### config.mk
export PLATFORM = sky130hd
export DESIGN_NAME = status_led_pattern_engine
export DESIGN_NICKNAME = d
export VERILOG_FILES = /design/src/design/slpe_pkg.sv /design/src/design/slpe_cfg.sv /design/src/design/slpe_core.sv /design/src/design/status_led_pattern_engine.sv
export VERILOG_INCLUDE_DIRS = /design/src /design/src/design
export SDC_FILE = /design/constraint.sdc
export NUM_CORES = 1
export LEC_CHECK = 0
export BUFFER_PORTS_ARGS = -buffer_cell sky130_fd_sc_hd__buf_4
export CORE_AREA = 2 2 97 99
export CTS_CLUSTER_DIAMETER = 150
export CTS_CLUSTER_SIZE = 28
export DETAILED_ROUTE_END_ITERATION = 10
export DIE_AREA = 0 0 99 101
export PLACE_DENSITY = 0.93
export SLEW_MARGIN = 10
export SYNTH_ARGS = -nofsm -noshare
export SYNTH_HDL_FRONTEND = slang
export SYNTH_SLANG_ARGS = --single-unit
### constraint.sdc
create_clock -name clk -period 21.4 [get_ports clk]
set_clock_uncertainty 0.2 [all_clocks]
set_input_delay 6.42 -clock clk [delete_from_list [all_inputs] [get_ports clk]]
set_output_delay 6.42 -clock clk [all_outputs]
set_load 0.005 [all_outputs]
### src/design/status_led_pattern_engine_defines.svh
// Assertion macros for the status LED pattern engine.
`ifndef STATUS_LED_PATTERN_ENGINE_DEFINES_SVH
`define STATUS_LED_PATTERN_ENGINE_DEFINES_SVH

// Property checked on every clock edge outside reset.
`define SLPE_ASSERT(label, prop, msg) \
    label: assert property (@(posedge clk) disable iff (!rst_n) (prop)) else $error(msg);

// Condition in this cycle implies a consequence in the next cycle.
`define SLPE_ASSERT_NEXT(label, cond, conseq, msg) \
    label: assert property (@(posedge clk) disable iff (!rst_n) (cond) |=> (conseq)) \
        else $error(msg);

`endif

### src/design/slpe_pkg.sv
// Shared types, codes and helpers for the status LED pattern engine.
`timescale 1ns / 1ps

package slpe_pkg;

    localparam int TIME_WIDTH    = 16;
    localparam int CFG_WIDTH     = 16;
    localparam int CMP_WIDTH     = (TIME_WIDTH > CFG_WIDTH) ? TIME_WIDTH : CFG_WIDTH;
    localparam int STEP_WIDTH    = 3;
    localparam int PATTERN_STEPS = 7;
    localparam int PAUSE_STEP    = 6;
    localparam int CFG_IDX_WIDTH = 2;

    localparam logic [TIME_WIDTH-1:0] TIME_MAX = {TIME_WIDTH{1'b1}};

    localparam logic [STEP_WIDTH-1:0] STEP_PAUSE   = STEP_WIDTH'(PAUSE_STEP);
    localparam logic [STEP_WIDTH-1:0] STEP_LAST    = STEP_WIDTH'(PATTERN_STEPS);
    localparam logic [STEP_WIDTH-1:0] STEP_RESTART = STEP_WIDTH'(1);

    // Opcodes
    localparam logic [1:0] OP_TICK       = 2'd0;
    localparam logic [1:0] OP_SET_STATUS = 2'd1;
    localparam logic [1:0] OP_PULSE      = 2'd2;

    // Status codes
    localparam logic [1:0] ST_OFF         = 2'd0;
    localparam logic [1:0] ST_CHECKING    = 2'd1;
    localparam logic [1:0] ST_WAIT_UPDATE = 2'd2;
    localparam logic [1:0] ST_JUMP        = 2'd3;

    // Register indexes
    localparam logic [CFG_IDX_WIDTH-1:0] REG_SHORT_STEP = 2'd0;
    localparam logic [CFG_IDX_WIDTH-1:0] REG_PAUSE_STEP = 2'd1;
    localparam logic [CFG_IDX_WIDTH-1:0] REG_PULSE      = 2'd2;

    localparam logic [CFG_WIDTH-1:0] SHORT_STEP_RESET = CFG_WIDTH'(250);
    localparam logic [CFG_WIDTH-1:0] PAUSE_STEP_RESET = CFG_WIDTH'(1000);
    localparam logic [CFG_WIDTH-1:0] PULSE_RESET      = CFG_WIDTH'(80);

    typedef struct packed {
        logic [1:0] opcode;
        logic [1:0] status;
    } item_t;

    typedef struct packed {
        logic                  led_on;
        logic [STEP_WIDTH-1:0] pattern_step;
    } result_t;

    typedef struct packed {
        logic [CFG_WIDTH-1:0] short_step_ms;
        logic [CFG_WIDTH-1:0] pause_step_ms;
        logic [CFG_WIDTH-1:0] pulse_ms;
    } cfg_t;

    function automatic logic [TIME_WIDTH-1:0] time_sat_inc(input logic [TIME_WIDTH-1:0] v);
        time_sat_inc = (v == TIME_MAX) ? v : v + TIME_WIDTH'(1);
    endfunction

endpackage

### src/design/slpe_cfg.sv
// Configuration registers of the status LED pattern engine.
`timescale 1ns / 1ps

module slpe_cfg (
    input  logic                               clk,
    input  logic                               rst_n,
    input  logic                               cfg_write,
    input  logic [slpe_pkg::CFG_IDX_WIDTH-1:0] cfg_index,
    input  logic [slpe_pkg::CFG_WIDTH-1:0]     cfg_data,
    output slpe_pkg::cfg_t                     cfg
);
    import slpe_pkg::*;

    cfg_t cfg_reg;
    cfg_t cfg_next;

    always_comb
    begin
        cfg_next = cfg_reg;
        if (cfg_write)
        begin
            unique case (cfg_index)
                REG_SHORT_STEP: cfg_next.short_step_ms = cfg_data;
                REG_PAUSE_STEP: cfg_next.pause_step_ms = cfg_data;
                REG_PULSE:      cfg_next.pulse_ms      = cfg_data;
                default:        cfg_next = cfg_reg;
            endcase
        end
    end

    always_ff @(posedge clk or negedge rst_n)
    begin
        if (!rst_n)
        begin
            cfg_reg.short_step_ms <= SHORT_STEP_RESET;
            cfg_reg.pause_step_ms <= PAUSE_STEP_RESET;
            cfg_reg.pulse_ms      <= PULSE_RESET;
        end
        else
        begin
            cfg_reg <= cfg_next;
        end
    end

    assign cfg = cfg_reg;

endmodule

### src/design/slpe_core.sv
// LED state and per-item update logic of the status LED pattern engine.
`timescale 1ns / 1ps

module slpe_core (
    input  logic              clk,
    input  logic              rst_n,
    input  logic              advance,
    input  slpe_pkg::item_t   item,
    input  slpe_pkg::cfg_t    cfg,
    output slpe_pkg::result_t result_next
);
    import slpe_pkg::*;

    logic [1:0]            mode_reg,          mode_next;
    logic                  pulse_active_reg,  pulse_active_next;
    logic [TIME_WIDTH-1:0] pulse_elapsed_reg, pulse_elapsed_next;
    logic [TIME_WIDTH-1:0] since_toggle_reg,  since_toggle_next;
    logic [STEP_WIDTH-1:0] wait_step_reg,     wait_step_next;
    logic                  led_level_reg,     led_level_next;

    logic                  run_pattern;
    logic [CFG_WIDTH-1:0]  step_len;
    logic [STEP_WIDTH-1:0] step_inc;

    always_comb
    begin
        mode_next          = mode_reg;
        pulse_active_next  = pulse_active_reg;
        pulse_elapsed_next = pulse_elapsed_reg;
        since_toggle_next  = since_toggle_reg;
        wait_step_next     = wait_step_reg;
        led_level_next     = led_level_reg;
        run_pattern        = 1'b0;
        step_len           = cfg.short_step_ms;
        step_inc           = wait_step_reg;

        case (item.opcode)
            OP_TICK:
            begin
                pulse_elapsed_next = time_sat_inc(pulse_elapsed_reg);
                since_toggle_next  = time_sat_inc(since_toggle_reg);
                run_pattern        = 1'b1;
                if (pulse_active_reg)
                begin
                    if (CMP_WIDTH'(pulse_elapsed_next) < CMP_WIDTH'(cfg.pulse_ms))
                    begin
                        led_level_next = 1'b1;
                        run_pattern    = 1'b0;
                    end
                    else
                    begin
                        // pulse expired: LED follows the status pattern again, pattern restarts at step one
                        pulse_active_next = 1'b0;
                        led_level_next    = 1'b0;
                        since_toggle_next = '0;
                        wait_step_next    = STEP_RESTART;
                    end
                end

                if (run_pattern)
                begin
                    if (mode_reg == ST_WAIT_UPDATE)
                    begin
                        step_len = (wait_step_next == STEP_PAUSE) ? cfg.pause_step_ms
                                                                  : cfg.short_step_ms;
                        if (CMP_WIDTH'(since_toggle_next) >= CMP_WIDTH'(step_len))
                        begin
                            since_toggle_next = '0;
                            step_inc          = wait_step_next + STEP_WIDTH'(1);
                            wait_step_next    = (step_inc >= STEP_LAST) ? '0 : step_inc;
                            led_level_next    = (wait_step_next < STEP_PAUSE)
                                                && !wait_step_next[0];
                        end
                    end
                    else if (mode_reg == ST_CHECKING)
                    begin
                        led_level_next = 1'b1;
                    end
                    else
                    begin
                        led_level_next = 1'b0;
                    end
                end
            end
            OP_SET_STATUS:
            begin
                mode_next         = item.status;
                since_toggle_next = '0;
                pulse_active_next = 1'b0;
                wait_step_next    = '0;
                led_level_next    = (item.status == ST_CHECKING)
                                    || (item.status == ST_WAIT_UPDATE);
            end
            OP_PULSE:
            begin
                pulse_elapsed_next = '0;
                pulse_active_next  = 1'b1;
                led_level_next     = 1'b1;
            end
            default:
            begin
                mode_next = mode_reg;
            end
        endcase
    end

    always_ff @(posedge clk or negedge rst_n)
    begin
        if (!rst_n)
        begin
            mode_reg          <= ST_OFF;
            pulse_active_reg  <= 1'b0;
            pulse_elapsed_reg <= '0;
            since_toggle_reg  <= '0;
            wait_step_reg     <= '0;
            led_level_reg     <= 1'b0;
        end
        else if (advance)
        begin
            mode_reg          <= mode_next;
            pulse_active_reg  <= pulse_active_next;
            pulse_elapsed_reg <= pulse_elapsed_next;
            since_toggle_reg  <= since_toggle_next;
            wait_step_reg     <= wait_step_next;
            led_level_reg     <= led_level_next;
        end
    end

    assign result_next.led_on       = led_level_next;
    assign result_next.pattern_step = wait_step_next;

endmodule

### src/design/status_led_pattern_engine.sv
// Top level of the status LED pattern engine: item and result registers.
`timescale 1ns / 1ps
`include "status_led_pattern_engine_defines.svh"

// Takes one item (tick, set status or activity pulse) per clock cycle while
// item_stall is low and returns one result (LED level, pattern step) per item,
// in order. An accepted item sits in the item register, is applied to the LED
// state by combinational logic and lands in the result register, from which
// its result is offered. Throughput is one item per cycle while the result
// register is not stalled, limited by the single state update per cycle;
// item_stall rises only while the buffered item cannot move because the result
// register is full and stalled. Configuration writes take effect on the next
// clock edge.
module status_led_pattern_engine (
    input  logic                               clk,
    input  logic                               rst_n,
    input  logic                               item_valid,
    output logic                               item_stall,
    input  slpe_pkg::item_t                    item,
    output logic                               result_valid,
    input  logic                               result_stall,
    output slpe_pkg::result_t                  result,
    input  logic                               cfg_write,
    input  logic [slpe_pkg::CFG_IDX_WIDTH-1:0] cfg_index,
    input  logic [slpe_pkg::CFG_WIDTH-1:0]     cfg_data
);
    import slpe_pkg::*;

    logic    item_valid_reg;
    item_t   item_reg;
    logic    result_valid_reg;
    result_t result_reg;
    result_t result_next;
    cfg_t    cfg;
    logic    advance;
    logic    item_take;

    assign advance    = item_valid_reg && (!result_valid_reg || !result_stall);
    assign item_stall = item_valid_reg && !advance;
    assign item_take  = item_valid && !item_stall;

    slpe_cfg u_cfg (
        .clk       (clk),
        .rst_n     (rst_n),
        .cfg_write (cfg_write),
        .cfg_index (cfg_index),
        .cfg_data  (cfg_data),
        .cfg       (cfg)
    );

    slpe_core u_core (
        .clk         (clk),
        .rst_n       (rst_n),
        .advance     (advance),
        .item        (item_reg),
        .cfg         (cfg),
        .result_next (result_next)
    );

    always_ff @(posedge clk or negedge rst_n)
    begin
        if (!rst_n)
        begin
            item_valid_reg   <= 1'b0;
            result_valid_reg <= 1'b0;
        end
        else
        begin
            if (item_take)
            begin
                item_valid_reg <= 1'b1;
            end
            else if (advance)
            begin
                item_valid_reg <= 1'b0;
            end

            if (advance)
            begin
                result_valid_reg <= 1'b1;
            end
            else if (!result_stall)
            begin
                result_valid_reg <= 1'b0;
            end
        end
    end

    always_ff @(posedge clk)
    begin
        if (item_take)
        begin
            item_reg <= item;
        end
        if (advance)
        begin
            result_reg <= result_next;
        end
    end

    assign result_valid = result_valid_reg;
    assign result       = result_reg;

    `SLPE_ASSERT(a_step_range, !result_valid_reg || (result_reg.pattern_step < STEP_LAST), "bad step")
    `SLPE_ASSERT_NEXT(a_advance_loads, advance, result_valid_reg, "no result")
    `SLPE_ASSERT_NEXT(a_held_item, item_stall, item_valid_reg && $stable(item_reg), "item lost")

endmodule
==> impl_metrics.json <==
{
  "cts.reportedPaths.clkPinSlew_ns": 0.09,
  "clk_latency_ns": 0.38,
  "worstSetupPathType": "in -> out",
  "yosys.cell_types.count": 64,
  "die_w_um": 99,
  "num_rows": 35,
  "postCtsSetupRepairBufs": 0,
  "vias": 4479,
  "die_area_um2": 10000,
  "initial_core_util_pct": 64.5,
  "route.detailed.drc": 0,
  "grt_max_degree": 90,
  "tritoncts": "yes",
  "dpl_cell_area_um2": 6090,
  "nFillCells": 588,
  "layout-drive-gt1-share_pct": 23.6,
  "powerDensity_nw_per_um2": 75.5,
  "ys_async_sr_fraction_pct": 91.8,
  "crit_buf_inv": 3,
  "seq_power_share_pct": 49.5,
  "synth_edf_count": 8,
  "fin_crit_ns": 13.45,
  "drv_cap": 0,
  "numPortBuffers": 32,
  "cts_made_buffers": 9,
  "routabilityCongestion": 0.969,
  "htree_levels": 3,
  "ys_seq_elements": 97,
  "fin_tns_setup_ns": 0,
  "slew_headroom_pct": 31.3,
  "min_path_type": "reg -> reg",
  "ctsResizeCount": 0,
  "track_usage_pct": 27.5,
  "wl_um": 13300,
  "wl_per_cell_um": 19.2,
  "required_ns": 14.78,
  "whs_path_depth": 1,
  "grt.overflow.total": 0,
  "grt_pass1_wl_um": 21700,
  "ioPinCount": 33,
  "worst_path_max_delay_cell": "buf_4",
  "grt_use_met3_pct": 3.88,
  "grt_pass1_vias": 4471,
  "first_pass_iters": 5,
  "core_area_um2": 8980,
  "crit_fanout": 3,
  "syn_inst": 552,
  "leakagePower_uw": 0.00280,
  "fin_area_um2": 6310,
  "yosysWarnings": 0,
  "cp_top_family": "buffers and inverters",
  "worst_pin_slew_ns": 1.03,
  "ir_drop_uv": 61.4,
  "rsz0062_at_grt": "false",
  "switchingPower_uw": 146,
  "swShare_pct": 30.7,
  "netlist_area_um2": 5790,
  "syn-num-nets": 619,
  "slowest_delay_ns": 0.13,
  "via_per_inst": 6.48,
  "grt_use_met2_pct": 46.4,
  "syn2layout_area_growth_pct": 9.03,
  "fin_nets": 642,
  "antenna_cells": 0,
  "dp_hpwl_um": 9200,
  "final_antenna_net_count": 0,
  "p_int_uw": 330,
  "synthTopCellsByArea": "dfrtp_1, mux2_2, ha_1, dfstp_2, edfxtp_1",
  "setup_violations": 0,
  "outcome": "complete, no violations",
  "die_y_um": 101,
  "cts_num_sinks": 97,
  "path_cells": "buf_4 -> nand3_1 -> inv_1 -> buf_4",
  "cp.depth": 4,
  "synth_top_cell_by_area": "dfrtp_1",
  "rr_worst_depth": 24,
  "critPathLaunchType": "primary input",
  "ys_seq_area_share_pct": 42.9,
  "finalHoldViolations": 0,
  "crit_arrival_ns": 6.83,
  "drt_first_iter_violations": 446,
  "slew_viol_final": 0,
  "ys.flop_type": "dfrtp_1",
  "cts_buffer_depth": 2,
  "max_freq_mhz": 74.3,
  "postCtsHoldBufs": 0,
  "avgSynthCellArea_um2": 10.5,
  "grt-busiest-layer": "met2",
  "clockPowerShare_pct": 28.8,
  "met1_usage_pct": 36.1,
  "largest_reg_flops": 48,
  "antenna_found_initial": 0,
  "fin_crit_sh_pct": 62.9,
  "crit_path_frequent_cell": "buf_4",
  "root_buffer": "clkbuf_8",
  "end_kind": "output port",
  "p_comb_share_pct": 21.6,
  "synth_top_area_share_pct": 32.4
}
## cell type report
type / count / area, um2 / share of cell area, %
timing repair buffer: 35 / 267 / 4.22
clock buffer: 9 / 124 / 1.96
clock inverter: 7 / 98.8 / 1.57
inverter: 29 / 109 / 1.72
sequential: 97 / 2480 / 39.4
tap: 111 / 139 / 2.20
multi-input combinational: 403 / 3090 / 49.0
## cell families after synthesis
group                    share of synthesized area [%]
AND/OR/NAND/NOR                                   13.4
flip-flops                                        42.9
adder cells (fa/ha/maj)                           8.64
multiplexers                                      13.3
AO/OA/AOI/OAI                                     14.0
XOR/XNOR                                          3.93
buffers and inverters                             3.85
## metal layers
metal | vias to the layer above | routed length (um)
li1 | 2060 | -
met1 | 2195 | 5570
met2 | 193 | 6610
met3 | 31 | 676
met4 | 0 | 400
met5 | - | 0
## final timing paths
path,from,to,slack (ns)
setup / recovery,result_stall,item_stall,7.95
hold / removal,u_cfg.cfg[45],u_cfg.cfg[45],0.32
setup reg to reg,u_core.pulse_elapsed_reg[4],result[0],13.11
hold reg to reg,u_cfg.cfg[45],u_cfg.cfg[45],0.32
max in group asynchronous,rst_n,u_core.since_toggle_reg[15],14.55
min in group asynchronous,rst_n,u_core.pulse_elapsed_reg[12],5.89
## metrics by stage
stage               worst slack [ns]  util [%]  power (uW)  cells  hold WS (ns)
global placement                7.97      67.8         327    675         0.276
detailed placement              7.95      67.8         337    675         0.295
floorplan                       8.21         -         304    552         0.264
finish                          7.95      70.3         477    691         0.315
global route                    7.90      70.3         499    691         0.326
CTS                             7.95      70.3         475    691         0.317
## power groups by stage
stage               registers [uW]  logic [uW]  clock network, uW
floorplan                      231        73.7                  0
global placement               236        91.3                  0
detailed placement             238        98.8                  0
CTS                            236         102                137
global route                   239         115                145
finish                         236         103                137
## cells in the mapped netlist, types with 12 or more instances
cell / n
nand2_1: 31
mux2i_1: 17
xor2_1: 12
ha_1: 40
mux2_2: 52
inv_1: 29
clkbuf_1: 13
nand3_1: 27
dfrtp_1: 75
dfstp_2: 14
a21oi_1: 20
nor3_1: 12
nor2_1: 39
a22o_1: 20
xnor2_1: 14
o21ai_0: 27
## layout by cell type, fill, tap and decap left out, drive strengths merged, types with 5 or more instances in the layout
cell / Yosys / final
nand2: 31 / 31
o21ai: 28 / 28
nor2: 39 / 39
buf: 10 / 35
dfrtp: 75 / 75
nor2b: 7 / 7
and3: 9 / 9
o31ai: 8 / 8
xor2: 12 / 12
clkbuf: 13 / 9
and2: 5 / 5
nand4: 9 / 9
mux2i: 17 / 17
a31oi: 6 / 6
dfstp: 14 / 14
edfxtp: 8 / 8
a21oi: 20 / 20
inv: 29 / 32
mux2: 53 / 53
a22o: 21 / 21
xnor2: 14 / 14
nor3: 13 / 13
nand3: 27 / 27
ha: 40 / 40
Power figures use the tool's default switching activity.
